**config.mk**
```make
export PLATFORM = sky130hd
export DESIGN_NAME = uds_multi_did_response_splitter_unit
export DESIGN_NICKNAME = d
export VERILOG_FILES = /design/src/rtl/umds_pkg.sv /design/src/rtl/umds_cell.sv /design/src/rtl/uds_multi_did_response_splitter_unit.sv
export SDC_FILE = /design/constraint.sdc
export NUM_CORES = 1
export LEC_CHECK = 0
export BUFFER_PORTS_ARGS = -buffer_cell sky130_fd_sc_hd__buf_2
export CAP_MARGIN = 15
export CORE_UTILIZATION = 64
export CTS_BUF_LIST = sky130_fd_sc_hd__clkbuf_4 sky130_fd_sc_hd__clkbuf_8
export DETAILED_ROUTE_END_ITERATION = 16
export PLACE_DENSITY = 0.85
export SYNTH_ARGS = -nofsm -noshare
export SYNTH_HDL_FRONTEND = slang
export SYNTH_SLANG_ARGS = --single-unit
```
**constraint.sdc**
```tcl
create_clock -name clk -period 4.6 [get_ports clk]
set_clock_uncertainty 0.1 [all_clocks]
set_input_delay 0.46 -clock clk [delete_from_list [all_inputs] [get_ports clk]]
set_output_delay 0.46 -clock clk [all_outputs]
set_load 0.05 [all_outputs]
```
**src/rtl/umds_pkg.sv**
```systemverilog
// Shared sizes, codes, payload structs and the entry-chain types for the UDS
// multi-DID response splitter. No dependencies.
package umds_pkg;

  localparam int MAX_ENTRIES        = 16;
  localparam int MAX_RESPONSE_BYTES = 256;

  localparam int ENTRY_W = (MAX_ENTRIES > 1) ? $clog2(MAX_ENTRIES) : 1;
  localparam int CNT_W   = $clog2(MAX_ENTRIES + 1);
  localparam int POS_W   = $clog2(MAX_RESPONSE_BYTES + 1);
  localparam int WCT_W   = $clog2(MAX_RESPONSE_BYTES + 2);

  localparam logic OP_LOAD = 1'b0;
  localparam logic OP_BYTE = 1'b1;

  localparam logic [7:0] RSP_POS = 8'h62;
  localparam logic [7:0] RSP_NEG = 8'h7F;

  // Negative response codes that count as not supported.
  localparam logic [7:0] NRC_SERVICE_NOT_SUPPORTED  = 8'h11;
  localparam logic [7:0] NRC_SUBFN_NOT_SUPPORTED    = 8'h12;
  localparam logic [7:0] NRC_OUT_OF_RANGE           = 8'h31;
  localparam logic [7:0] NRC_SUBFN_NOT_IN_SESSION   = 8'h7E;
  localparam logic [7:0] NRC_SERVICE_NOT_IN_SESSION = 8'h7F;

  localparam logic [2:0] ST_OK      = 3'd0;
  localparam logic [2:0] ST_PROTO   = 3'd1;
  localparam logic [2:0] ST_NOTSUP  = 3'd2;
  localparam logic [2:0] ST_INVALID = 3'd3;
  localparam logic [2:0] ST_OVERRUN = 3'd4;

  localparam logic [2:0] PH_FIRST    = 3'd0;
  localparam logic [2:0] PH_NEG_SID  = 3'd1;
  localparam logic [2:0] PH_NEG_NRC  = 3'd2;
  localparam logic [2:0] PH_NEG_TAIL = 3'd3;
  localparam logic [2:0] PH_REC_HI   = 3'd4;
  localparam logic [2:0] PH_REC_LO   = 3'd5;
  localparam logic [2:0] PH_REC_DATA = 3'd6;
  localparam logic [2:0] PH_BAD      = 3'd7;

  typedef struct packed {
    logic        opcode;
    logic [15:0] entry_did;
    logic [7:0]  entry_length;
    logic [7:0]  resp_byte;
    logic        resp_last;
  } in_item_t;

  typedef struct packed {
    logic       kind;
    logic [3:0] entry_index;
    logic [7:0] data_byte;
    logic       record_end;
    logic [2:0] status;
    logic [7:0] neg_code;
    logic       last;
  } out_item_t;

  // Identifier query travelling down the entry chain.
  typedef struct packed {
    logic               active;
    logic               found;
    logic [15:0]        did;
    logic [ENTRY_W-1:0] idx;
    logic [7:0]         len;
  } query_t;

  // Broadcast write data for the entry chain; each cell has its own enable.
  typedef struct packed {
    logic [15:0] did;
    logic [7:0]  len;
  } load_t;

  // Window of entries that a query may match.
  typedef struct packed {
    logic [CNT_W-1:0] next_unmatched;
    logic [CNT_W-1:0] entry_total;
  } scope_t;

endpackage

```
**src/rtl/umds_cell.sv**
```systemverilog
// One cell of the entry chain: holds one requested identifier and length and
// passes the registered query to its neighbor. Depends on umds_pkg.
module umds_cell import umds_pkg::*; (
  input  logic               clk,
  input  logic               rst,
  input  logic [ENTRY_W-1:0] idx,
  input  logic               load_en,
  input  load_t              load,
  input  scope_t             scope,
  input  query_t             q_in,
  output query_t             q_out
);

  logic [15:0] did;
  logic [7:0]  len;
  logic        eligible;
  query_t      q_next;

  assign eligible = (CNT_W'(idx) >= scope.next_unmatched) &&
                    (CNT_W'(idx) < scope.entry_total);

  always_comb begin
    q_next = q_in;
    if (q_in.active && !q_in.found && eligible && (did == q_in.did)) begin
      q_next.found = 1'b1;
      q_next.idx   = idx;
      q_next.len   = len;
    end
  end

  always_ff @(posedge clk) begin
    if (load_en) begin
      did <= load.did;
      len <= load.len;
    end
  end

  always_ff @(posedge clk) begin
    if (rst) begin
      q_out <= '0;
    end else begin
      q_out <= q_next;
    end
  end

endmodule

```
**src/rtl/uds_multi_did_response_splitter_unit.sv**
```systemverilog
// Top level of the UDS ReadDataByIdentifier response splitter: byte parser,
// final status and the chain of entry cells. Depends on umds_pkg, umds_cell.
//
//   channel   signals                 direction  transfer
//   item      start, busy, item       in         start high and busy low
//   result    strobe, result          out        every cycle strobe is high
//
// Loads and other response bytes leave busy low. The low identifier byte sends
// a query through the MAX_ENTRIES cells of the entry chain and holds busy
// until the query comes out of the last cell. The final byte holds busy
// while the status result goes out. Reset is synchronous and clears the
// parser; the entry table is not cleared. The receiver cannot stall, so
// each result is shown for exactly one cycle.
module uds_multi_did_response_splitter_unit import umds_pkg::*; (
  input  logic      clk,
  input  logic      rst,
  input  logic      start,
  output logic      busy,
  input  in_item_t  item,
  output logic      strobe,
  output out_item_t result
);

  localparam int SUM_W = ((WCT_W > 9) ? WCT_W : 9) + 1;
  localparam logic [SUM_W-1:0] WCT_SAT   = SUM_W'(MAX_RESPONSE_BYTES + 1);
  localparam logic [WCT_W-1:0] WCT_LIMIT = WCT_W'(MAX_RESPONSE_BYTES);
  localparam logic [POS_W-1:0] POS_LIMIT = POS_W'(MAX_RESPONSE_BYTES);
  localparam logic [CNT_W-1:0] CNT_FULL  = CNT_W'(MAX_ENTRIES);

  logic [CNT_W-1:0]   entry_total, entry_total_next;
  logic [CNT_W-1:0]   next_unmatched, next_unmatched_next;
  logic [ENTRY_W-1:0] current_entry, current_entry_next;
  logic [7:0]         bytes_left, bytes_left_next;
  logic [2:0]         parse_phase, parse_phase_next;
  logic [7:0]         id_high_byte, id_high_byte_next;
  logic [POS_W-1:0]   byte_position, byte_position_next;
  logic [WCT_W-1:0]   worst_case_total, worst_case_total_next;
  logic [2:0]         sticky_status, sticky_status_next;
  logic [7:0]         held_code, held_code_next;
  logic               searching, searching_next;
  logic               fin_pending, fin_pending_next;
  logic               strobe_next;
  out_item_t          result_next;

  logic                   accept;
  logic                   emit_ok;
  logic [SUM_W-1:0]       wct_sum;
  logic [2:0]             fin_status;
  logic [7:0]             fin_code;
  load_t                  load;
  scope_t                 scope;
  logic [MAX_ENTRIES-1:0] load_sel;
  query_t                 chain_head;
  query_t                 chain [MAX_ENTRIES+1];

  assign busy   = searching | fin_pending;
  assign accept = start & ~busy;
  assign emit_ok = (sticky_status == ST_OK) && (entry_total != '0);
  assign load.did = item.entry_did;
  assign load.len = item.entry_length;
  assign scope.next_unmatched = next_unmatched;
  assign scope.entry_total    = entry_total;
  assign wct_sum = SUM_W'(worst_case_total) + SUM_W'(item.entry_length) + SUM_W'(2);
  assign chain[0] = chain_head;

  for (genvar g = 0; g < MAX_ENTRIES; g++) begin : g_cell
    umds_cell u_cell (
      .clk     (clk),
      .rst     (rst),
      .idx     (ENTRY_W'(g)),
      .load_en (load_sel[g]),
      .load    (load),
      .scope   (scope),
      .q_in    (chain[g]),
      .q_out   (chain[g+1])
    );
  end

  // Final status from the state that the last byte left behind.
  always_comb begin
    fin_code = 8'd0;
    if (sticky_status != ST_OK) begin
      fin_status = sticky_status;
    end else if (entry_total == '0) begin
      fin_status = ST_INVALID;
    end else if (parse_phase == PH_NEG_TAIL) begin
      fin_code = held_code;
      if (held_code inside {NRC_SERVICE_NOT_SUPPORTED, NRC_SUBFN_NOT_SUPPORTED,
                            NRC_OUT_OF_RANGE, NRC_SUBFN_NOT_IN_SESSION,
                            NRC_SERVICE_NOT_IN_SESSION}) begin
        fin_status = ST_NOTSUP;
      end else begin
        fin_status = ST_PROTO;
      end
    end else if (parse_phase == PH_REC_HI) begin
      fin_status = ST_OK;
    end else begin
      fin_status = ST_PROTO;
    end
  end

  always_comb begin
    entry_total_next      = entry_total;
    next_unmatched_next   = next_unmatched;
    current_entry_next    = current_entry;
    bytes_left_next       = bytes_left;
    parse_phase_next      = parse_phase;
    id_high_byte_next     = id_high_byte;
    byte_position_next    = byte_position;
    worst_case_total_next = worst_case_total;
    sticky_status_next    = sticky_status;
    held_code_next        = held_code;
    searching_next        = searching;
    fin_pending_next      = fin_pending;
    strobe_next           = 1'b0;
    result_next           = '0;
    load_sel              = '0;
    chain_head            = '0;

    if (accept && item.opcode == OP_LOAD) begin
      // Loads are ignored once a response has started.
      if (byte_position == '0) begin
        if (item.entry_length == 8'd0 || entry_total >= CNT_FULL) begin
          sticky_status_next = ST_INVALID;
        end else begin
          load_sel[entry_total[ENTRY_W-1:0]] = 1'b1;
          entry_total_next = entry_total + CNT_W'(1);
          if (wct_sum > WCT_SAT) begin
            worst_case_total_next = WCT_W'(WCT_SAT);
          end else begin
            worst_case_total_next = WCT_W'(wct_sum);
          end
          if (worst_case_total_next > WCT_LIMIT && sticky_status != ST_INVALID) begin
            sticky_status_next = ST_OVERRUN;
          end
        end
      end
    end

    if (accept && item.opcode == OP_BYTE) begin
      if (byte_position >= POS_LIMIT) begin
        if (sticky_status != ST_INVALID) begin
          sticky_status_next = ST_OVERRUN;
        end
      end else begin
        byte_position_next = byte_position + POS_W'(1);
        case (parse_phase)
          PH_FIRST: begin
            if (item.resp_byte == RSP_NEG) begin
              parse_phase_next = PH_NEG_SID;
            end else if (item.resp_byte == RSP_POS) begin
              parse_phase_next = PH_REC_HI;
            end else begin
              parse_phase_next = PH_BAD;
            end
          end
          PH_NEG_SID: parse_phase_next = PH_NEG_NRC;
          PH_NEG_NRC: begin
            held_code_next   = item.resp_byte;
            parse_phase_next = PH_NEG_TAIL;
          end
          PH_REC_HI: begin
            id_high_byte_next = item.resp_byte;
            parse_phase_next  = PH_REC_LO;
          end
          PH_REC_LO: begin
            chain_head.active = 1'b1;
            chain_head.did    = {id_high_byte, item.resp_byte};
            searching_next    = 1'b1;
          end
          PH_REC_DATA: begin
            if (emit_ok) begin
              strobe_next             = 1'b1;
              result_next.kind        = 1'b0;
              result_next.entry_index = 4'(current_entry);
              result_next.data_byte   = item.resp_byte;
              result_next.record_end  = (bytes_left == 8'd1);
              result_next.last        = ~item.resp_last;
            end
            if (bytes_left != 8'd0) begin
              bytes_left_next = bytes_left - 8'd1;
            end
            if (bytes_left_next == 8'd0) begin
              parse_phase_next = PH_REC_HI;
            end
          end
          default: ;
        endcase
      end
      if (item.resp_last) begin
        fin_pending_next = 1'b1;
      end
    end

    // The query comes out of the last cell with the first eligible match.
    if (searching && chain[MAX_ENTRIES].active) begin
      searching_next = 1'b0;
      if (chain[MAX_ENTRIES].found) begin
        current_entry_next  = chain[MAX_ENTRIES].idx;
        next_unmatched_next = CNT_W'(chain[MAX_ENTRIES].idx) + CNT_W'(1);
        bytes_left_next     = chain[MAX_ENTRIES].len;
        if (chain[MAX_ENTRIES].len != 8'd0) begin
          parse_phase_next = PH_REC_DATA;
        end else begin
          parse_phase_next = PH_REC_HI;
        end
      end else begin
        parse_phase_next = PH_BAD;
      end
    end

    if (fin_pending && !searching) begin
      strobe_next           = 1'b1;
      result_next.kind      = 1'b1;
      result_next.status    = fin_status;
      result_next.neg_code  = fin_code;
      result_next.last      = 1'b1;
      fin_pending_next      = 1'b0;
      entry_total_next      = '0;
      next_unmatched_next   = '0;
      current_entry_next    = '0;
      bytes_left_next       = 8'd0;
      parse_phase_next      = PH_FIRST;
      id_high_byte_next     = 8'd0;
      byte_position_next    = '0;
      worst_case_total_next = WCT_W'(1);
      sticky_status_next    = ST_OK;
      held_code_next        = 8'd0;
    end
  end

  always_ff @(posedge clk) begin
    if (rst) begin
      entry_total      <= '0;
      next_unmatched   <= '0;
      current_entry    <= '0;
      bytes_left       <= 8'd0;
      parse_phase      <= PH_FIRST;
      id_high_byte     <= 8'd0;
      byte_position    <= '0;
      worst_case_total <= WCT_W'(1);
      sticky_status    <= ST_OK;
      held_code        <= 8'd0;
      searching        <= 1'b0;
      fin_pending      <= 1'b0;
      strobe           <= 1'b0;
    end else begin
      entry_total      <= entry_total_next;
      next_unmatched   <= next_unmatched_next;
      current_entry    <= current_entry_next;
      bytes_left       <= bytes_left_next;
      parse_phase      <= parse_phase_next;
      id_high_byte     <= id_high_byte_next;
      byte_position    <= byte_position_next;
      worst_case_total <= worst_case_total_next;
      sticky_status    <= sticky_status_next;
      held_code        <= held_code_next;
      searching        <= searching_next;
      fin_pending      <= fin_pending_next;
      strobe           <= strobe_next;
    end
  end

  always_ff @(posedge clk) begin
    result <= result_next;
  end

  // No result goes out while a query walks the chain.
  a_quiet_search: assert property (@(posedge clk) disable iff (rst)
    searching |-> !strobe)
    else $error("result transfer during identifier search");

  // A query leaves the chain only while the parser waits for it.
  a_tail_owned: assert property (@(posedge clk) disable iff (rst)
    chain[MAX_ENTRIES].active |-> searching)
    else $error("query left the chain with no search pending");

  // A pending final status goes out in the next cycle once the search is over.
  a_status_out: assert property (@(posedge clk) disable iff (rst)
    (fin_pending && !searching) |=> (strobe && result.kind && result.last))
    else $error("final status transfer missing");

  // Data bytes belong to a loaded entry.
  a_data_entry: assert property (@(posedge clk) disable iff (rst)
    (strobe && !result.kind) |-> (CNT_W'(result.entry_index) < entry_total))
    else $error("data byte tagged with an entry that was not loaded");

endmodule

```
-- Yosys cells after proc, flatten, opt, wreduce, memory -nomap -nowiden
Index checks and enable logic that the tools add are counted.
- add/subtract/negate cells: 6
- multipliers: 0
- divide/modulo/power cells: 0
- order comparisons: 38
- eq/ne operators: 33
- shift-type cells: 0
- mux-type cells: 85
- bitwise logic cells: 13
- reductions and logical operators: 127
- operators by type and width (kind ; count):
    $eq 16x16->1 ; 16
    $mux 12 ; 8
    $mux 16 ; 6
    $mux 8 ; 9
    $logic_and 1x1->1 ; 70
    $mux 3 ; 16
    $mux 9 ; 5
    $mux 11 ; 4
    $ge 4x5->1 const A ; 8
    $lt 4x5->1 const A ; 8
    $reduce_or 2->1 ; 17
    $eq 8x7->1 const B ; 4
    $mux 1 ; 30
    $ge 3x5->1 const A ; 4
    $lt 3x5->1 const A ; 4
    $mux 10 ; 2
    $eq 8x5->1 const B ; 2
    $logic_not 1->1 ; 16
    $logic_not 8->1 ; 2
    $reduce_bool 8->1 ; 2
    $pmux 3 s5 ; 1
    $reduce_and 3->1 ; 4
    $not 1->1 ; 11
    $add 10x2->10 const B ; 1
    other kinds (38) ; 52
- bits in registers: 935
- latch bits: 0
- memory bits (writable): 0
- memory bits (read-only): 0
- input port bits: 37
- output and inout bits: 28
- memories kept: 0

-- Longest topological paths before layout
- depth after elaboration: 16
- mapped depth: 12
- depth with buffers taken out: 12

-- Cells and area by module
Synthesis repeated with hierarchy kept, for this count alone.
- cell total of the unflattened synthesis: 3264
- area total of the unflattened synthesis: 39391.5 sq um
- by module, submodules not included (module ; times used ; cells each ; area an instance (sq um) ; seq. area each (sq um)):
    umds_cell (g_cell[0].u_cell ...) ; 11 ; 169 ; 2140.8 ; 1321.3
    umds_cell (g_cell[5].u_cell ...) ; 5 ; 170 ; 2229.6 ; 1321.3
    uds_multi_did_response_splitter_unit ; 1 ; 555 ; 4694.5 ; 1821.7

-- Least setup slack after synthesis
OpenSTA, ideal clock, no wires.
- kind: reg-to-reg
- from: register byte_position[0]
- to: register g_cell[3].u_cell.did[0], enable pin
- data arrival time: 3093 ps
- setup slack: 972 ps
- stages on the path, launching flop included: 8
- period minus slack after synthesis: 3628 ps
- cells stage by stage: dfxtp_1 inv_1 ha_1 nor4bb_1 nand4_1 nor2_1 nand2_1 nor3_1
- cells in the longest elaborated chain, start to end: 3
- RTL lines (item ; line ; source):
    from (decl) ; uds_multi_did_response_splitter_unit.sv:36 ; logic [POS_W-1:0] byte_position, byte_position_next;
    from (signal assigned) ; uds_multi_did_response_splitter_unit.sv:254 ; byte_position <= byte_position_next;
    $logic_not 9->1 ; uds_multi_did_response_splitter_unit.sv:122 ; if (byte_position == '0) begin
    $mux 16 ; uds_multi_did_response_splitter_unit.sv:122 ;
    $mux 16 ; uds_multi_did_response_splitter_unit.sv:120 ; if (accept && item.opcode == OP_LOAD) begin
    named net g_cell[3].u_cell.load_en ; umds_cell.sv:7 ; input logic load_en,
    to (signal assigned) ; umds_cell.sv:33 ; did <= load.did;
    to (decl) ; umds_cell.sv:14 ; logic [15:0] did;
The timed path passes the listed nets, and every way through them passes these cells.
A chain may end at the register's enable or synchronous reset.

-- Worst setup path in the final report
- from: input item[10] in the netlist's numbering
- to: register sticky_status[1]
- cells in the longest elaborated chain, start to end: 16
- elaborated cells on any way between the ends: 18
- those cells by class: add/sub (2); order compare (2); mux (11); reduce/logical (3)
- RTL lines (item ; line ; source):
    from (decl) ; uds_multi_did_response_splitter_unit.sv:19 ; input in_item_t item,
    $add 9x8->10 ; uds_multi_did_response_splitter_unit.sv:63 ; assign wct_sum = SUM_W'(worst_case_total) + SUM_W'(item.entry_length) + SUM_W'(2);
    $add 10x2->10 ; uds_multi_did_response_splitter_unit.sv:63 ;
    $gt 10x9->1 ; uds_multi_did_response_splitter_unit.sv:128 ; if (wct_sum > WCT_SAT) begin
    $mux 9 ; uds_multi_did_response_splitter_unit.sv:128 ;
    $mux 9 ; uds_multi_did_response_splitter_unit.sv:123 ; if (item.entry_length == 8'd0 || entry_total >= CNT_FULL) begin
    $mux 9 ; uds_multi_did_response_splitter_unit.sv:122 ;
    $mux 9 ; uds_multi_did_response_splitter_unit.sv:120 ;
    $gt 9x9->1 ; uds_multi_did_response_splitter_unit.sv:133 ; if (worst_case_total_next > WCT_LIMIT && sticky_status != ST_INVALID) begin
    $logic_and 1x1->1 ; uds_multi_did_response_splitter_unit.sv:133 ;
    $mux 3 ; uds_multi_did_response_splitter_unit.sv:133 ;
    $mux 3 * ; uds_multi_did_response_splitter_unit.sv:123 ;
    $mux 3 * ; uds_multi_did_response_splitter_unit.sv:122 ;
    $mux 3 * ; uds_multi_did_response_splitter_unit.sv:120 ;
    $mux 3 ; uds_multi_did_response_splitter_unit.sv:142 ; if (sticky_status != ST_INVALID) begin
    $mux 3 ; uds_multi_did_response_splitter_unit.sv:141 ; if (byte_position >= POS_LIMIT) begin
    $mux 3 * ; uds_multi_did_response_splitter_unit.sv:140 ; if (accept && item.opcode == OP_BYTE) begin
    to (signal assigned) ; uds_multi_did_response_splitter_unit.sv:256 ; sticky_status <= sticky_status_next;
    to (decl) ; uds_multi_did_response_splitter_unit.sv:38 ; logic [2:0] sticky_status, sticky_status_next;
Mark *: on every way between the ends. The rest lies on a longest branch, timed or not. The select of a mux whose other input is x is not followed.

==> qor.log <==
[cts] # clock sinks 924
[power_and_ir_drop] leakage dissipation 13.9 nW
[synthesis] instance count of the mapped netlist 2499
[cts] Clock Path Buffers 3
[hold_path] Worst Min Path Start rst
[detailed_routing] DRC Markers 0
[die] Core Footprint 0.0502 mm^2
[worst_setup_path] CP Capture Type flop
[synthesis] YS warnings 0
[timing] endpoints failing setup 0
[cts] clock latency at the later pin of the worst-skew pair 0.79 ns
[worst_setup_path] crit path max-delay cell type sky130_fd_sc_hd__dlygate4sd3_1
[synthesis] share of flip-flops with an asynchronous set or reset 0%
[worst_setup_path] delay contributed by the slowest stage of the critical path 0.52 ns
[timing] final critical path time including I/O delays and setup 3.35 ns
[synthesis] Synth top area share 35.5%
[layout] share of cells above drive strength 1 12.9%
[die] Die Height 227 um
[die] Initial Util 64.8%
[worst_setup_path] critical path class in -> reg
[synthesis] top_reg_cell synth sky130_fd_sc_hd__dfxtp_1
[cts] cts hold-fix bufs 12
[place] placed insts 3166
[place] area of placed instances 0.0336 mm^2
[layout] net total in the final layout 2709
[grt] wire length of the first global-routing pass 113 mm
[timing] minimum hold slack 0.0361 ns
[worst_setup_path] reg-to-reg critical path startpoint entry_total[3]
[synthesis] library cell with the highest instance count after synthesis sky130_fd_sc_hd__dfxtp_1
[grt] largest net degree at the start of global routing 236
[detailed_routing] antenna viol nets, final 0
[timing] Tcrit/Tclk final 72.8%
[grt] Remaining Overflow, GRT 0
[layout] Layout area overhead 12.8%
[grt] number of antenna violations at the first check in global routing 2
[detailed_routing] overall routed net length 74.5 mm
[detailed_routing] DRT Pass-1 Iters 5
[synthesis] top cell type by total area after synthesis sky130_fd_sc_hd__edfxtp_1
[synthesis] number of enable flip-flop cells after synthesis 384
[place] quantity of I/O buffers inserted on ports 64
[job] max capacitance violation total 0
[worst_setup_path] Crit path max-delay family compound AO/OA/AOI/OAI gates
[die] overall die area 0.0517 mm^2
[cts] clock slew at reported path FFs 0.06 ns
[synthesis] most instantiated cells after synthesis 540 x sky130_fd_sc_hd__dfxtp_1, 384 x sky130_fd_sc_hd__edfxtp_1, 249 x sky130_fd_sc_hd__nor2b_1
[cts] CTS H-Tree Depth 4
[layout] filler cell count 3013
[cts] total CTS buffers 137
[die] count of pins on the block boundary 65
[synthesis] total nets after synthesis 2563
[worst_setup_path] data arrival time of the worst path 3.89 ns
[worst_setup_path] Worst Setup Start Kind input port
[worst_setup_path] terminus of the critical flop-to-flop path g_cell[5].u_cell.q_out[2]
[detailed_routing] DRT iter0 DRCs 1929
[grt] gr usage total 29.7%
[synthesis] unique cell type count in the Yosys netlist 64
[timing] RSZ-0062 raised after global routing no
[worst_setup_path] depth of the most critical reg-to-reg path 6
[timing] final number of max-transition violations 0
[synthesis] cell types occupying the most area after synthesis sky130_fd_sc_hd__edfxtp_1 35%, sky130_fd_sc_hd__dfxtp_1 33%, sky130_fd_sc_hd__nor2b_1 4.8%
[power_and_ir_drop] VDD IR max 329 uV
[detailed_routing] DR WL/cell 21.7 um
[worst_setup_path] most common cell type on the critical path sky130_fd_sc_hd__inv_1
[die] number of placement rows 82
[cts] number of gates resized after CTS 0
[worst_setup_path] flop2flop setup slack 1.33 ns
[synthesis] sequential area share after synthesis 68.7%
[synthesis] Post-Syn Area 0.0325 mm^2
[power_and_ir_drop] Power, Total 0.0160 W
[die] die width 227 um
[synthesis] Mapped Avg Cell Area 13.0 um^2
[timing] maximum clock frequency 298 MHz
[worst_setup_path] worst path cell trace dlygate4sd3_1, buf_2, inv_1, ha_1, inv_1, ha_1, inv_1, fa_1, nand2b_1, a21oi_1, a2bb2oi_1, o21ai_0, a41oi_1, o21ai_0
[power_and_ir_drop] Pwr per Cell Area 437 mW/mm^2
[hold_path] worst min-delay path class in -> reg
[layout] final std cell area, no fill 0.0367 mm^2
[run_status] status completed
[timing] actual transition at the worst max-transition pin 1.36 ns
[timing] Relative slew margins 9.64%
[worst_setup_path] buffers and inverters on the worst path 5
[worst_setup_path] critical path peak fanout 18
[cts] # Post-CTS Setup Buffers 0
[timing] post-route setup TNS 0 ns
[place] Placer Congestion 0.874
[hold_path] number of instances on the worst hold path 2
[timing] final number of hold-violating endpoints 0
[grt] number of global-route vias before repair 19712
[detailed_routing] vias per cell 5.67
[hold_path] Hold Crit Endpoint fin_pending
[cts] CTS tree done
[layout] final cell count without fillers 3432
[cts] CTS root buffer sky130_fd_sc_hd__clkbuf_8
[worst_setup_path] required time of the critical path 5.14 ns
[synthesis] flip-flop and latch count after synthesis 924
[place] Final HPWL DP 45.5 mm
[detailed_routing] via count 19467
state kept, by name, summed over array words and instances, names as in the netlist:
signal / count
byte_position: 9
g_cell.u_cell.did: 256
g_cell.u_cell.len: 128
entry_total: 5
strobe: 1
fin_pending: 1
current_entry: 4
held_code: 8
g_cell.u_cell.q_out: 449
next_unmatched: 5
id_high_byte: 8
parse_phase: 3
sticky_status: 3
searching: 1
result: 26
bytes_left: 8
worst_case_total: 9
worst max-delay path by stage:
stage,from,endpoint,slack (ns),cells after the start
after floorplan,byte_position[0],g_cell[3].u_cell.did[0],0.97,7
after global placement,item[10],sticky_status[0],1.16,13
after detailed placement,item[10],sticky_status[1],1.05,13
after CTS,item[10],sticky_status[1],1.35,14
after global routing,item[10],sticky_status[1],1.0,14
final,item[10],sticky_status[1],1.25,14
routing by layer:
metal	vias up	global-route usage [%]	wire, um
met5	-	0	0
met4	0	10.9	1920
met3	136	6.34	6030
met2	861	47.5	35400
met1	9549	40.2	31200
li1	8921	-	-
through the flow:
stage,worst slack [ns],utilization [%]
after floorplan,0.972,-
after global placement,1.16,66.9
after detailed placement,1.05,66.9
after CTS,1.35,73.1
after global routing,0.996,73.1
final,1.25,73.1
layout by cell type, fill, tap and decap left out, drive strengths merged, types with 5 or more instances in the layout:
cell,count
o21ai,37
or3,6
inv,64
clkinv,30
clkinvlp,7
clkbuf,206
o21a,5
nand4,43
a31oi,12
nor2b,249
ha,26
and2,54
nor3,25
nand3,27
edfxtp,384
a2111oi,6
or4,7
xor2,126
nand3b,5
nor4,41
nor2,240
o2111ai,5
and3b,5
nand2,57
a21o,5
bufinv,5
o31ai,6
a211oi,6
xnor2,143
mux2i,136
dfxtp,540
buf,91
nor4b,9
dlygate4sd3,12
and3,5
nand2b,11
and4,6
a21oi,69
kinds of logic (layout without fill, tap and decap cells):
family                   after synthesis  count (layout)  synth area share (%)
AO/OA/AOI/OAI                        176             176                  3.38
AND/OR/NAND/NOR                      811             811                  13.5
flip-flops                           924             924                  68.7
other                                  0               2                     0
multiplexers                         136             136                  4.19
buffers and inverters                156             415                  1.91
adder cells (fa/ha/maj)               27              27                  1.06
XOR/XNOR                             269             269                  7.25
where the power goes:
part | internal (W) | switching [W] | leakage (nW)
Sequential | 0.00856 | 0.0000323 | 7.81
Combinational | 0.000111 | 0.000320 | 4.57
Clock | 0.00392 | 0.00308 | 1.56
Total | 0.0126 | 0.00344 | 13.9
area by class of cell:
class	count	area, um^2	share of cell area, %
clock inverters	46	374	1.02
repair buffers	103	666	1.81
well taps	672	841	2.29
flip-flops and latches	924	22300	60.9
diodes	2	5.00	0.0136
multi-input cells	1419	9620	26.2
clock buffers	206	2600	7.10
inverters	60	225	0.614
Note: power is estimated with default switching activity, not from simulation.
